File: src/packet_time_and_deadtime_tracker_core_defines.svh
// ----------------------------------------------------------------------------
// packet time and deadtime tracker - assertion macros
// ----------------------------------------------------------------------------
`ifndef PACKET_TIME_AND_DEADTIME_TRACKER_CORE_DEFINES_SVH
`define PACKET_TIME_AND_DEADTIME_TRACKER_CORE_DEFINES_SVH

// same-cycle implication, checked outside reset
`define PTDT_ASSERT_NOW(label, clk, rst, ante, cons, msg) \
  label: assert property (@(posedge clk) disable iff (rst) (ante) |-> (cons)) \
    else $error(msg);

// next-cycle implication, checked outside reset
`define PTDT_ASSERT_NEXT(label, clk, rst, ante, cons, msg) \
  label: assert property (@(posedge clk) disable iff (rst) (ante) |=> (cons)) \
    else $error(msg);

`endif

File: src/ptdt_pkg.sv
// ----------------------------------------------------------------------------
// ptdt_pkg
// Types and constants shared by the packet time and deadtime tracker.
// ----------------------------------------------------------------------------
`default_nettype none

package ptdt_pkg;

  // grade codes
  localparam logic [1:0] BAD_GOOD    = 2'd0;
  localparam logic [1:0] BAD_CRC     = 2'd1;
  localparam logic [1:0] BAD_INVALID = 2'd2;
  localparam logic [1:0] BAD_SHORT   = 2'd3;

  // length limits
  localparam logic [11:0] MIN_LEN         = 12'd4;
  localparam logic [11:0] TRIG_MIN_LEN    = 12'd50;
  localparam logic [11:0] MOD_MIN_LEN     = 12'd28;
  localparam logic [11:0] MOD_TINY_LEN    = 12'd8;
  localparam logic [11:0] MOD_PED_MIN_LEN = 12'd122;

  // mode codes
  localparam logic [15:0] TRIG_PED_MODE = 16'h00F0;
  localparam logic [15:0] MOD_PED_MODE  = 16'd2;
  localparam logic [15:0] MOD_RAW_MODE  = 16'd0;
  localparam logic [15:0] MOD_TINY_MODE = 16'd4;

  // module timestamp wrap span, 2^24
  localparam logic [31:0] MOD_SPAN = 32'h0100_0000;

  // dead difference of zero counts as a full 16-bit lap
  localparam logic [16:0] DEAD_LAP = 17'h1_0000;

  // ratio divider: 17-bit dead difference shifted by 16 fraction bits
  localparam int DIV_STEPS = 33;

  // configuration register indexes
  localparam logic CFG_TRIG_LIMIT = 1'b0;
  localparam logic CFG_MOD_LIMIT  = 1'b1;

  typedef struct packed {
    logic        req_type;
    logic [4:0]  module_number;
    logic [11:0] packet_length;
    logic [15:0] packet_mode;
    logic        packet_valid;
    logic        crc_ok;
    logic [31:0] time_stamp;
    logic [15:0] dead_count;
  } in_t;

  typedef struct packed {
    logic        trigger_flag;
    logic [4:0]  channel;
    logic        pedestal_stream;
    logic [1:0]  bad_code;
    logic [1:0]  prior_bad_code;
    logic [31:0] sequence_number;
    logic [31:0] wrap_period;
    logic [31:0] tick_gap;
    logic [31:0] dead_frac;
    logic [15:0] mode_out;
  } out_t;

  // per-channel record
  typedef struct packed {
    logic        first;
    logic [31:0] stamp;
    logic [31:0] period;
    logic [15:0] dead;
    logic [31:0] good;
    logic [1:0]  bad;
  } chan_rec_t;

  localparam chan_rec_t REC_RESET = '{first: 1'b1, stamp: 32'd0, period: 32'd0,
                                      dead: 16'd0, good: 32'd0, bad: BAD_GOOD};

  // controller to datapath
  typedef struct packed {
    logic load_in;
    logic mem_rd;
    logic calc;
    logic div_start;
    logic load_out;
  } cmd_t;

  // datapath to controller
  typedef struct packed {
    logic drop;
    logic need_div;
    logic div_done;
    logic out_busy;
  } stat_t;

endpackage

`default_nettype wire

File: src/ptdt_div.sv
// ----------------------------------------------------------------------------
// ptdt_div
// Radix-2 restoring divider, one quotient bit per cycle, for the dead ratio.
// ----------------------------------------------------------------------------
`default_nettype none

module ptdt_div
  import ptdt_pkg::*;
(
  input  wire logic        clk,
  input  wire logic        rst,
  input  wire logic        start,
  input  wire logic [32:0] dividend,
  input  wire logic [31:0] divisor,
  output logic             done,
  output logic [32:0]      quotient
);

  localparam int CNT_W = $clog2(DIV_STEPS + 1);

  logic             busy;
  logic [CNT_W-1:0] cnt;
  logic [31:0]      rem;
  logic [32:0]      dvd;
  logic [31:0]      dsr;
  logic [32:0]      rem_sh;
  logic             fits;
  logic [32:0]      rem_sub;

  // one trial subtraction
  always_comb begin
    rem_sh  = {rem, dvd[32]};
    fits    = (rem_sh >= {1'b0, dsr});
    rem_sub = rem_sh - {1'b0, dsr};
  end

  // step control
  always_ff @(posedge clk) begin
    if (rst) begin
      busy <= 1'b0;
      done <= 1'b0;
      cnt  <= '0;
    end else begin
      done <= 1'b0;
      if (start) begin
        busy <= 1'b1;
        cnt  <= CNT_W'(DIV_STEPS);
      end else if (busy) begin
        cnt <= cnt - 1'b1;
        if (cnt == CNT_W'(1)) begin
          busy <= 1'b0;
          done <= 1'b1;
        end
      end
    end
  end

  // remainder, dividend and quotient shift
  always_ff @(posedge clk) begin
    if (start) begin
      rem      <= '0;
      dvd      <= dividend;
      dsr      <= divisor;
      quotient <= '0;
    end else if (busy) begin
      rem      <= fits ? rem_sub[31:0] : rem_sh[31:0];
      dvd      <= {dvd[31:0], 1'b0};
      quotient <= {quotient[31:0], fits};
    end
  end

endmodule

`default_nettype wire

File: src/ptdt_dpath.sv
// ----------------------------------------------------------------------------
// ptdt_dpath
// Datapath: input register, channel record memory, grading and unwrap logic,
// ratio divider and output register.
// ----------------------------------------------------------------------------
`default_nettype none

module ptdt_dpath
  import ptdt_pkg::*;
#(
  parameter int NUM_MODULES = 25
) (
  input  wire logic        clk,
  input  wire logic        rst,
  input  wire cmd_t        cmd,
  output stat_t            stat,
  input  wire in_t         in_data,
  input  wire logic        cfg_we,
  input  wire logic        cfg_index,
  input  wire logic [31:0] cfg_data,
  output logic             out_valid,
  input  wire logic        out_stall,
  output out_t             out_data
);

  // entry 0 is the trigger channel, entries 1..NUM_MODULES the modules
  localparam int DEPTH = NUM_MODULES + 1;
  localparam int IW    = $clog2(DEPTH);
  localparam int XW    = (IW > 5) ? IW : 5;

  logic [31:0] trig_limit;
  logic [23:0] mod_limit;

  in_t         in_q;
  chan_rec_t   mem [DEPTH];
  logic [DEPTH-1:0] vld;
  chan_rec_t   rd_q;
  logic        rd_vld;

  out_t        res_q;
  logic        use_div;
  out_t        out_load;

  logic [XW-1:0] mod_ext;
  logic [IW-1:0] idx;
  logic          mod_bad;

  chan_rec_t   rec;
  chan_rec_t   rec_next;
  logic        is_trig;
  logic [1:0]  bad;
  logic [15:0] mode_eff;
  logic        ped;
  logic [31:0] ts;
  logic [31:0] limit;
  logic        wrapped;
  logic [31:0] wait_v;
  logic [16:0] dd;
  logic        good;
  logic        tracked;
  logic [32:0] quo;
  logic        div_done;
  logic        drop;
  logic        need_div;
  logic        out_busy;
  out_t        res_next;

  // configuration registers
  always_ff @(posedge clk) begin
    if (rst) begin
      trig_limit <= '0;
      mod_limit  <= '0;
    end else if (cfg_we) begin
      unique case (cfg_index)
        CFG_TRIG_LIMIT: trig_limit <= cfg_data;
        CFG_MOD_LIMIT:  mod_limit  <= cfg_data[23:0];
        default:        trig_limit <= trig_limit;
      endcase
    end
  end

  // input capture
  always_ff @(posedge clk) begin
    if (cmd.load_in) in_q <= in_data;
  end

  // channel index and drop check
  always_comb begin
    is_trig = in_q.req_type;
    mod_ext = XW'(in_q.module_number);
    idx     = is_trig ? '0 : mod_ext[IW-1:0];
    mod_bad = (in_q.module_number == 5'd0) ||
              ({27'd0, in_q.module_number} > 32'(NUM_MODULES));
  end

  assign drop = (in_q.packet_length < MIN_LEN) || (!is_trig && mod_bad);

  // record memory, registered read
  always_ff @(posedge clk) begin
    if (cmd.mem_rd) rd_q <= mem[idx];
    if (cmd.calc) mem[idx] <= rec_next;
  end

  // written-entry bits, an unwritten entry reads as the reset record
  always_ff @(posedge clk) begin
    if (rst) begin
      vld    <= '0;
      rd_vld <= 1'b0;
    end else begin
      if (cmd.mem_rd) rd_vld <= vld[idx];
      if (cmd.calc) vld[idx] <= 1'b1;
    end
  end

  // grading, unwrap and record update
  always_comb begin
    rec      = rd_vld ? rd_q : REC_RESET;
    mode_eff = in_q.packet_mode;
    if (is_trig) begin
      ts    = in_q.time_stamp;
      limit = trig_limit;
      priority if (in_q.packet_length < TRIG_MIN_LEN) bad = BAD_SHORT;
      else if (!in_q.packet_valid) bad = BAD_INVALID;
      else if (!in_q.crc_ok) bad = BAD_CRC;
      else bad = BAD_GOOD;
      ped = (mode_eff == TRIG_PED_MODE);
    end else begin
      ts    = {8'd0, in_q.time_stamp[23:0]};
      limit = {8'd0, mod_limit};
      priority if (in_q.packet_length < MOD_MIN_LEN) begin
        bad = BAD_SHORT;
        if (in_q.packet_length < MOD_TINY_LEN) mode_eff = MOD_TINY_MODE;
      end else if ((in_q.packet_mode == MOD_RAW_MODE || in_q.packet_mode == MOD_PED_MODE)
                   && in_q.packet_length < MOD_PED_MIN_LEN) begin
        bad = BAD_SHORT;
      end else if (!in_q.packet_valid) begin
        bad = BAD_INVALID;
      end else if (!in_q.crc_ok) begin
        bad = BAD_CRC;
      end else begin
        bad = BAD_GOOD;
      end
      ped = (mode_eff == MOD_PED_MODE);
    end

    good    = (bad == BAD_GOOD);
    tracked = good && !rec.first;

    // backward step beyond the limit means the counter wrapped
    wrapped = ({1'b0, rec.stamp} > ({1'b0, ts} + {1'b0, limit}));
    wait_v  = ts - rec.stamp + ((wrapped && !is_trig) ? MOD_SPAN : 32'd0);

    // dead difference in 1..65536
    dd = (in_q.dead_count == rec.dead) ? DEAD_LAP
                                       : {1'b0, in_q.dead_count - rec.dead};

    rec_next     = rec;
    rec_next.bad = bad;
    if (good) begin
      rec_next.first = 1'b0;
      rec_next.stamp = ts;
      rec_next.dead  = in_q.dead_count;
      if (rec.first) begin
        rec_next.period = '0;
        rec_next.good   = 32'd1;
      end else begin
        rec_next.period = rec.period + {31'd0, wrapped};
        rec_next.good   = rec.good + 32'd1;
      end
    end

    res_next.trigger_flag    = is_trig;
    res_next.channel         = is_trig ? 5'd1 : in_q.module_number;
    res_next.pedestal_stream = ped;
    res_next.bad_code        = bad;
    res_next.prior_bad_code  = rec.bad;
    res_next.sequence_number = tracked ? rec.good : 32'd0;
    res_next.wrap_period     = tracked ? rec_next.period : 32'd0;
    res_next.tick_gap        = tracked ? wait_v : 32'd0;
    res_next.dead_frac       = (tracked && wait_v == 32'd0) ? '1 : 32'd0;
    res_next.mode_out        = mode_eff;
  end

  assign need_div = tracked && (wait_v != 32'd0);

  // result held until the ratio is ready
  always_ff @(posedge clk) begin
    if (cmd.calc) begin
      res_q   <= res_next;
      use_div <= need_div;
    end
  end

  // dead ratio divider
  ptdt_div u_div (
    .clk      (clk),
    .rst      (rst),
    .start    (cmd.div_start),
    .dividend ({dd, 16'd0}),
    .divisor  (wait_v),
    .done     (div_done),
    .quotient (quo)
  );

  // output register
  always_ff @(posedge clk) begin
    if (rst) begin
      out_valid <= 1'b0;
    end else if (cmd.load_out) begin
      out_valid <= 1'b1;
    end else if (out_valid && !out_stall) begin
      out_valid <= 1'b0;
    end
  end

  // held result with the saturated quotient merged in
  always_comb begin
    out_load = res_q;
    if (use_div) out_load.dead_frac = quo[32] ? '1 : quo[31:0];
  end

  always_ff @(posedge clk) begin
    if (cmd.load_out) out_data <= out_load;
  end

  assign out_busy = out_valid && out_stall;

  // status to the controller
  assign stat = '{drop: drop, need_div: need_div, div_done: div_done, out_busy: out_busy};

endmodule

`default_nettype wire

File: src/ptdt_ctrl.sv
// ----------------------------------------------------------------------------
// ptdt_ctrl
// Controller: sequences capture, record read, update, divide and output load.
// ----------------------------------------------------------------------------
`default_nettype none
`include "packet_time_and_deadtime_tracker_core_defines.svh"

module ptdt_ctrl
  import ptdt_pkg::*;
(
  input  wire logic  clk,
  input  wire logic  rst,
  input  wire logic  in_valid,
  output logic       in_stall,
  output cmd_t       cmd,
  input  wire stat_t stat
);

  localparam logic [2:0] S_IDLE = 3'd0;
  localparam logic [2:0] S_READ = 3'd1;
  localparam logic [2:0] S_CALC = 3'd2;
  localparam logic [2:0] S_DIV  = 3'd3;
  localparam logic [2:0] S_DONE = 3'd4;

  logic [2:0] state;
  logic [2:0] state_next;

  assign in_stall = (state != S_IDLE);

  // next state and commands
  always_comb begin
    state_next = state;
    cmd        = '0;
    unique case (state)
      S_IDLE: begin
        if (in_valid) begin
          cmd.load_in = 1'b1;
          state_next  = S_READ;
        end
      end
      S_READ: begin
        if (stat.drop) begin
          state_next = S_IDLE;
        end else begin
          cmd.mem_rd = 1'b1;
          state_next = S_CALC;
        end
      end
      S_CALC: begin
        cmd.calc = 1'b1;
        if (stat.need_div) begin
          cmd.div_start = 1'b1;
          state_next    = S_DIV;
        end else begin
          state_next = S_DONE;
        end
      end
      S_DIV: begin
        if (stat.div_done) state_next = S_DONE;
      end
      S_DONE: begin
        if (!stat.out_busy) begin
          cmd.load_out = 1'b1;
          state_next   = S_IDLE;
        end
      end
      default: state_next = S_IDLE;
    endcase
  end

  always_ff @(posedge clk) begin
    if (rst) begin
      state <= S_IDLE;
    end else begin
      state <= state_next;
    end
  end

  // checks
  `PTDT_ASSERT_NEXT(a_accept_reads, clk, rst, in_valid && !in_stall, state == S_READ, "accepted beat did not start a record read")
  `PTDT_ASSERT_NEXT(a_div_exit, clk, rst, state == S_DIV, state == S_DIV || state == S_DONE, "left divide wait to a wrong state")
  `PTDT_ASSERT_NOW(a_load_free, clk, rst, cmd.load_out, !stat.out_busy, "result loaded over a stalled beat")
  `PTDT_ASSERT_NOW(a_div_from_calc, clk, rst, cmd.div_start, cmd.calc, "divide started outside the update step")

endmodule

`default_nettype wire

File: src/packet_time_and_deadtime_tracker_core.sv
// ----------------------------------------------------------------------------
// packet_time_and_deadtime_tracker_core
// Grades science packets, keeps per-channel timestamp unwrap and packet
// numbering, and computes the Q16.16 dead ratio.
//
//   port group   direction  handshake           payload
//   in_*         input      in_valid/in_stall   in_data   (in_t)
//   out_*        output     out_valid/out_stall out_data  (out_t)
//   cfg_*        input      cfg_we              cfg_index, cfg_data
//
// A good packet that follows an earlier good one on its channel and has a
// nonzero wait also runs through the 33 steps of the radix-2 ratio divider;
// other graded packets skip it, and dropped packets go back to idle with no
// record read. Record reads and writes use one memory port per cycle.
// Reset (synchronous) empties the pipeline and marks every channel record
// unwritten at once, with no clearing pass. A stalled output beat holds only
// the final load; the next packet can already be accepted behind it.
// ----------------------------------------------------------------------------
`default_nettype none

module packet_time_and_deadtime_tracker_core
  import ptdt_pkg::*;
#(
  parameter int NUM_MODULES = 25
) (
  input  wire logic        clk,
  input  wire logic        rst,
  input  wire logic        in_valid,
  output logic             in_stall,
  input  wire in_t         in_data,
  output logic             out_valid,
  input  wire logic        out_stall,
  output out_t             out_data,
  input  wire logic        cfg_we,
  input  wire logic        cfg_index,
  input  wire logic [31:0] cfg_data
);

  cmd_t  cmd;
  stat_t stat;

  ptdt_dpath #(
    .NUM_MODULES (NUM_MODULES)
  ) u_dpath (
    .clk       (clk),
    .rst       (rst),
    .cmd       (cmd),
    .stat      (stat),
    .in_data   (in_data),
    .cfg_we    (cfg_we),
    .cfg_index (cfg_index),
    .cfg_data  (cfg_data),
    .out_valid (out_valid),
    .out_stall (out_stall),
    .out_data  (out_data)
  );

  ptdt_ctrl u_ctrl (
    .clk      (clk),
    .rst      (rst),
    .in_valid (in_valid),
    .in_stall (in_stall),
    .cmd      (cmd),
    .stat     (stat)
  );

endmodule

`default_nettype wire
File: config.mk
export PLATFORM = sky130hd
export DESIGN_NAME = packet_time_and_deadtime_tracker_core
export DESIGN_NICKNAME = d
export VERILOG_FILES = /design/src/ptdt_pkg.sv /design/src/ptdt_div.sv /design/src/ptdt_dpath.sv /design/src/ptdt_ctrl.sv /design/src/packet_time_and_deadtime_tracker_core.sv
export VERILOG_INCLUDE_DIRS = /design/src /design/src/src
export SDC_FILE = /design/constraint.sdc
export NUM_CORES = 2
export LEC_CHECK = 0
export ABC_AREA = 0
export BUFFER_PORTS_ARGS = -buffer_cell sky130_fd_sc_hd__buf_2
export CELL_PAD_IN_SITES_DETAIL_PLACEMENT = 0
export CELL_PAD_IN_SITES_GLOBAL_PLACEMENT = 2
export CORE_MARGIN = 8
export CORE_UTILIZATION = 43
export CTS_CLUSTER_SIZE = 25
export DETAILED_ROUTE_END_ITERATION = 10
export PLACE_DENSITY = 0.81
export SETUP_SLACK_MARGIN = 0.4
export SLEW_MARGIN = 20
export SYNTH_ARGS = -nofsm -noshare
export SYNTH_HDL_FRONTEND = slang
export SYNTH_SLANG_ARGS = --single-unit
File: constraint.sdc
create_clock -name clk -period 16.2 [get_ports clk]
set_input_delay 0 -clock clk [delete_from_list [all_inputs] [get_ports clk]]
set_output_delay 0 -clock clk [all_outputs]
set_load 0.02 [all_outputs]
; Word-level counts from Yosys, hierarchy flattened
; Memories as Yosys holds them, arrays and structs flattened. A register that Yosys moved wholly into a read port is not among the register bits.
; Index checks and enable logic that the tools add are counted.
[op_classes]
n_eq_ne = 12
n_bitwise = 3
reduce_logical = 29
magnitude_cmp = 10
addsub = 8
n_mux = 54
[ops]
columns = operator, count
row1 = two-way mux 32 bit, 8
row2 = two-way mux 115 bit, 1
row3 = two-way mux 113 bit, 1
row4 = two-way mux 33 bit, 2
row5 = two-way mux 16 bit, 4
row6 = subtractor 32 bit, 2
row7 = adder 32 x 32 -> 33 bit, 1
row8 = greater-or-equal comparator 33 x 32 -> 1 bit, 1
row9 = > comparator 32 x 33 -> 1 bit, 1
row10 = adder 32 x 1 -> 32 bit, 1
row11 = adder 32 x 1 -> 32 bit (second input constant), 1
row12 = adder 32 bit, 1
row13 = == test 16 x 2 -> 1 bit (second input constant), 2
row14 = zero test 32 bit, 1
row15 = nonzero test 32 bit, 1
row16 = bitwise OR 26 bit, 1
row17 = two-way mux 25 bit, 1
row18 = two-way mux 1 bit, 19
row19 = two-way mux 17 bit, 1
row20 = == test 16 bit, 1
row21 = == test 16 x 8 -> 1 bit (second input constant), 1
row22 = zero test 16 bit, 1
row23 = subtractor 16 bit, 1
row24 = one-hot mux 3 bit (5 select lines), 1
row25 = 33 further kinds, 61
[word_totals]
ram_bits = 2990
memories = 1
output_inout_bits = 157
reg_bits = 604
[mem_list]
columns = name, depth, word_bits, rd, rd_clocked_by_memory_dff, wr, line_no
row1 = u_dpath.mem, 26, 115, 1, 1, 1, ptdt_dpath.sv:35  ; chan_rec_t mem [DEPTH];

; Logic depth before layout (Yosys ltp)
[logic_depth]
word_depth = 13
mapped_depth = 47
ltp_nobuf = 39

; By module
; A second synthesis with hierarchy kept.
[hier_totals]
hier_cells = 9598
hier_area_um2 = 147925.6
[modules_own_cells]
columns = mod, seq_area_each_um2, instances, area_per_inst_um2, cells_each
row1 = ptdt_dpath, 105821.5, 1, 140472.2, 8864
row2 = ptdt_div, 3413.3, 1, 7199.4, 704
row3 = ptdt_ctrl, 60.1, 1, 254.0, 30

; Least setup slack after synthesis
; OpenSTA, ideal clock, no wires.
[synth_timing]
path_kind = reg-to-reg
start = register u_ctrl.state[2]
end = memory u_dpath.mem[24][0] (netlist bit), enable pin
required_ps = 15469
n_path_buf = 0
stages_incl_launch_ff = 6
setup_ps = 731
setup_slack_ps = 405
arrival_time_ps = 15064
cell_sequence = dfxtp_1 -> inv_1 -> nand2_1 -> nor2_1 -> nand2_1 -> nor3_1
[synth_between]
elab_chain_len = 4
[synth_rtl]
columns = element, line_no
row1 = from (decl), ptdt_ctrl.sv:25  ; logic [2:0] state;
row2 = from (signal assigned), ptdt_ctrl.sv:75  ; state <= state_next;
row3 = == test 3 x 2 -> 1 bit, ptdt_ctrl.sv:34  ; unique case (state)
row4 = two-way mux 2 bit, ptdt_ctrl.sv:34
row5 = two-way mux 1 bit, ptdt_dpath.sv:101  ; if (cmd.calc) mem[idx] <= rec_next;
row6 = two-way mux 1 bit (implied by the code), ptdt_dpath.sv:101
row7 = to (decl), ptdt_dpath.sv:35
; No other way between the ends.

; Worst setup path in the final report
[layout_timing]
start = register u_dpath.in_q, in the netlist u_dpath.is_trig
end = register u_dpath.u_div.dvd[28], data pin
[layout_between]
elab_chain_len = 11
[layout_rtl]
columns = element, line_no
row1 = from (decl), ptdt_dpath.sv:34  ; in_t in_q;
row2 = from (signal assigned), ptdt_dpath.sv:84  ; if (cmd.load_in) in_q <= in_data;
row3 = two-way mux 32 bit, ptdt_dpath.sv:119  ; if (is_trig) begin
row4 = adder 32 x 32 -> 33 bit, ptdt_dpath.sv:150  ; wrapped = ({1'b0, rec.stamp} > ({1'b0, ts} + {1'b0, limit}));
row5 = > comparator 32 x 33 -> 1 bit, ptdt_dpath.sv:150
row6 = logical AND 1 bit, ptdt_dpath.sv:151  ; wait_v = ts - rec.stamp + ((wrapped && !is_trig) ? MOD_SPAN : 32'd0);
row7 = two-way mux 25 bit, ptdt_dpath.sv:151
row8 = adder 32 bit *, ptdt_dpath.sv:151
row9 = via u_dpath.u_div.divisor[25], ptdt_div.sv:14  ; input wire logic [31:0] divisor,
row10 = nonzero test 32 bit *, ptdt_dpath.sv:184  ; assign need_div = tracked && (wait_v != 32'd0);
row11 = logical AND 1 bit *, ptdt_dpath.sv:184
row12 = via u_dpath.need_div, ptdt_dpath.sv:64  ; logic need_div;
row13 = two-way mux 1 bit *, ptdt_ctrl.sv:51  ; if (stat.need_div) begin
row14 = two-way mux 2 bit *, ptdt_ctrl.sv:34
row15 = two-way mux 33 bit *, ptdt_div.sv:60  ; if (start) begin
row16 = to (signal assigned), ptdt_div.sv:62  ; dvd <= dividend;
row17 = to (signal assigned), ptdt_div.sv:67  ; dvd <= {dvd[31:0], 1'b0};
row18 = to (decl), ptdt_div.sv:24  ; logic [32:0] dvd;
; Mark *: on every way through the listed nets, which the timed path passes. The rest lies on a longest branch.
; A chain may end at the register's enable or synchronous reset.

==> metrics.md <==
| Metric | Value |
|---|---|
| Maximum vdd drop | just over 100 uV |
| Row cnt | around 210 |
| Worst slew margin | 0.168 |
| Max Freq | between 80 and 90 MHz |
| Die Height | 592 um |
| Gr usage total | 0.241 |
| DR WL/cell | 31.1 um |
| Slowest CP cell | buf_4 |
| PwrDens | 127 mW/mm^2 |
| Multi-input logic area | 0.0315 sq mm |
| Cells after synthesis | roughly 8800 |
| Synth async-reset ratio | 0 |
| Die Wd | between 500 and 600 um |
| Slew @ Worst Pin | 1.25 ns |
| Reg area | 0.109 sq mm |
| DRT Wirelength | about 440000 um |
| H-tree levels | 5 |
| Critical Path RT | 16.84 ns |
| Layout Cells excl Fill | 14100 |
| Initial antenna violation count | 16 |
| YS warnings | 0 |
| First-pass GRT wire length | 619000 um |
| Clk_skew | 0.0786 ns |
| Fillers | 27000 |
| Inst Count DP | approximately 13000 |
| Final ANT Viol Nets | 0 |
| Final Hold Fails | 0 |
| Layout cells sized above 1 | 0.134 |
| RSZ-0062 raised after global routing | no |
| Global route total overflow | 0 |
| Max_cap viols | 0 |
| Worst-path clk slew | 0.06 ns |
| Area of the core | 0.330 sq mm |
| Commonest non-fill, non-tap cell in the layout | edfxtp_1 |
| Clock tree sinks | 3677 |
| Max Slew Vio Count | 0 |
| Vias in the first global route | 85200 |
| Via/cell ratio | 6.21 |
| Most used cell, CP | a21oi_1 |
| Worst Reg2Reg Path Length in Cells | 39 |
| DP Wirelength | 232000 um |
| Die ar. | around 0.35 sq mm |
| Mapped Nets | approximately 9100 |
| Pin count of the biggest net entering global routing | 157 |
| Min-Delay Path Depth | 2 |
| Final setup vio count | 0 |
| Avg Inst Size Synth | 16.2 sq um |
| Detailed Route Iter0 Violations | about 12000 |
| Final worst-path cycle share | 0.717 |
| Post-CTS Setup Repair Bufs | 0 |
| Total CTS buffers | 373 |
| Nets | 9719 |
| Total chip power | about 21 mW |
| Synthesized area | 0.142 sq mm |
| DR pass1 iterations | 6 |
| Crit path time final | ~12 ns |
| Leak pwr | 55.1 nW |
| DRC Markers | 0 |
| Clock Tree Root | clkbuf_16 |
| Share of the yosys chip area belonging to registers | 0.764 |
| Critical path class | flop to flop |
| Post-synth top flop | edfxtp_1 |
| I/O pins | 279 |
| CTS tree | built |
| Starting Density | 0.432 |
| Hold Crit Class | input port to flop |
| Fin Setup TNS | 0 ns |
| Most frequent cells in the layout | edfxtp_1 (3517), a221oi_1 (529), nand2_1 (471) |
| Distinct cell type count after synthesis | 84 |
| Worst EP arrival | 12.25 ns |
| Crit-path max cell delay | between 0.8 and 0.9 ns |
| Vias | 87600 |
| Startpoint types | flop |
| Status | complete, no violations |
| CP Max Fanout | 71 |
| Worst hold slack | 0.0630 ns |
| Worst-Skew Late Latency | between 0.9 and 1 ns |
| GP Congestion | 0.867 |
| CP Capture Type | flop |
| Clk buf depth | 4 |
| FF+latch count, synth | 3677 |
| Area growth from synthesis to layout | 15.4% |
| IO buf count | 277 |
| EDFF count, synth | 3517 |
stage by stage:
step                      setup WS [ns]  instance area (sq um)  utilization
after detailed placement           4.83                 150000        0.454
after floorplan                   0.405                 142000            -
after global placement             4.83                 150000        0.454
after global routing               4.03                 164000        0.498
final                              4.59                 164000        0.498
after CTS                          4.74                 164000        0.498
kinds of logic (layout without fill, tap and decap cells):
family,count (synthesis),count (layout),synth area share
mux,235,235,0.0186
simple gates,1337,1337,0.0439
compound gates,2555,2555,0.131
fa+ha+maj,181,181,0.0162
xor+xnor,138,138,0.00848
other cells,0,13,0
flops,3677,3677,0.764
buf+inv,692,1607,0.0184
report_power, final:
part / internal [mW] / total [mW] / switching (mW)
Combinational: 0.574 / 1.76 / 1.19
Clock: 4.77 / 8.46 / 3.69
Sequential: 10.6 / 10.6 / 0.0725
Total: 15.9 / 20.9 / 4.95
flip-flops by register name, summed over array words and instances, names as in the netlist:
register                count
u_dpath.u_div.dvd          17
u_dpath.u_div.rem          32
u_dpath.res_q               1
u_dpath.out_valid           1
u_ctrl.state                3
u_dpath.trig_limit         32
u_dpath.u_div.busy          1
u_dpath.out_load          123
u_dpath.mem              2990
u_dpath.mod_limit          24
u_dpath.u_div.quotient     33
u_dpath.out_data          155
u_dpath.u_div.cnt           6
u_dpath.mod_ext             5
u_dpath.u_div.dsr          32
u_dpath.vld                26
u_dpath.is_trig             1
u_dpath.in_q               77
u_dpath.u_div.done          1
u_dpath.rd_vld              1
u_dpath.rd_q              115
u_dpath.use_div             1
repair_timing:
action                                 CTS  global route
gates resized for setup                  0             0
hold buffers                           242             0
endpoints found under the hold margin  267             0
area by class of cell:
type / instances / share of cell area
antenna: 13 / 0.000198
clock buffer: 462 / 0.0598
clock inverter: 227 / 0.0133
inverter: 132 / 0.00308
multi-input combinational: 4446 / 0.191
sequential: 3677 / 0.662
tap: 4366 / 0.0332
timing repair buffer: 786 / 0.0370
worst max-delay path: cells and delay by family, from the launching register on:
kind	cells	cell delay [ns]
AOI/OAI and AO/OA	20	5.16
xor gates and xnor gates	2	0.69
adders and majority gates	4	1.45
buffers and inverters	5	1.94
DFF	1	0.32
muxes	2	0.71
and+or+nand+nor	6	0.92
final timing paths:
path | startpoint | endpoint | slack, ns
max | u_dpath.is_trig | u_dpath.u_div.dvd[28] | 4.59
min | in_data[39] | u_dpath.in_q[39] | 0.06
max reg2reg | u_dpath.is_trig | u_dpath.u_div.dvd[28] | 4.59
min reg2reg | u_dpath.out_load[114] | u_dpath.out_data[114] | 0.41
metal layers:
metal | track usage | up-vias | part of all wire
li1 | - | 37000 | -
met1 | 0.333 | 44900 | 0.40
met2 | 0.390 | 4977 | 0.47
met3 | 0.0379 | 835 | 0.095
met4 | 0.0861 | 4 | 0.040
met5 | 0 | - | 0.000061
cell usage after synthesis (73+ instances only):
cell type  number  area share
a21o_1         82      0.0043
a21oi_1       362       0.013
a221oi_1      529       0.033
a22o_1        417       0.026
a22oi_1       294       0.015
buf_1          86      0.0023
clkbuf_1      463       0.012
dfxtp_1       160       0.022
edfxtp_1     3517        0.74
ha_1          176       0.015
inv_1         130      0.0034
mux2_2        106      0.0084
mux2i_1       107      0.0075
nand2_1       475       0.013
nor2_1        358      0.0094
nor3_1         73      0.0026
o21ai_0       203      0.0071
o22ai_1       356       0.016
or4_1          77      0.0041
Power figures use the tool's default switching activity.
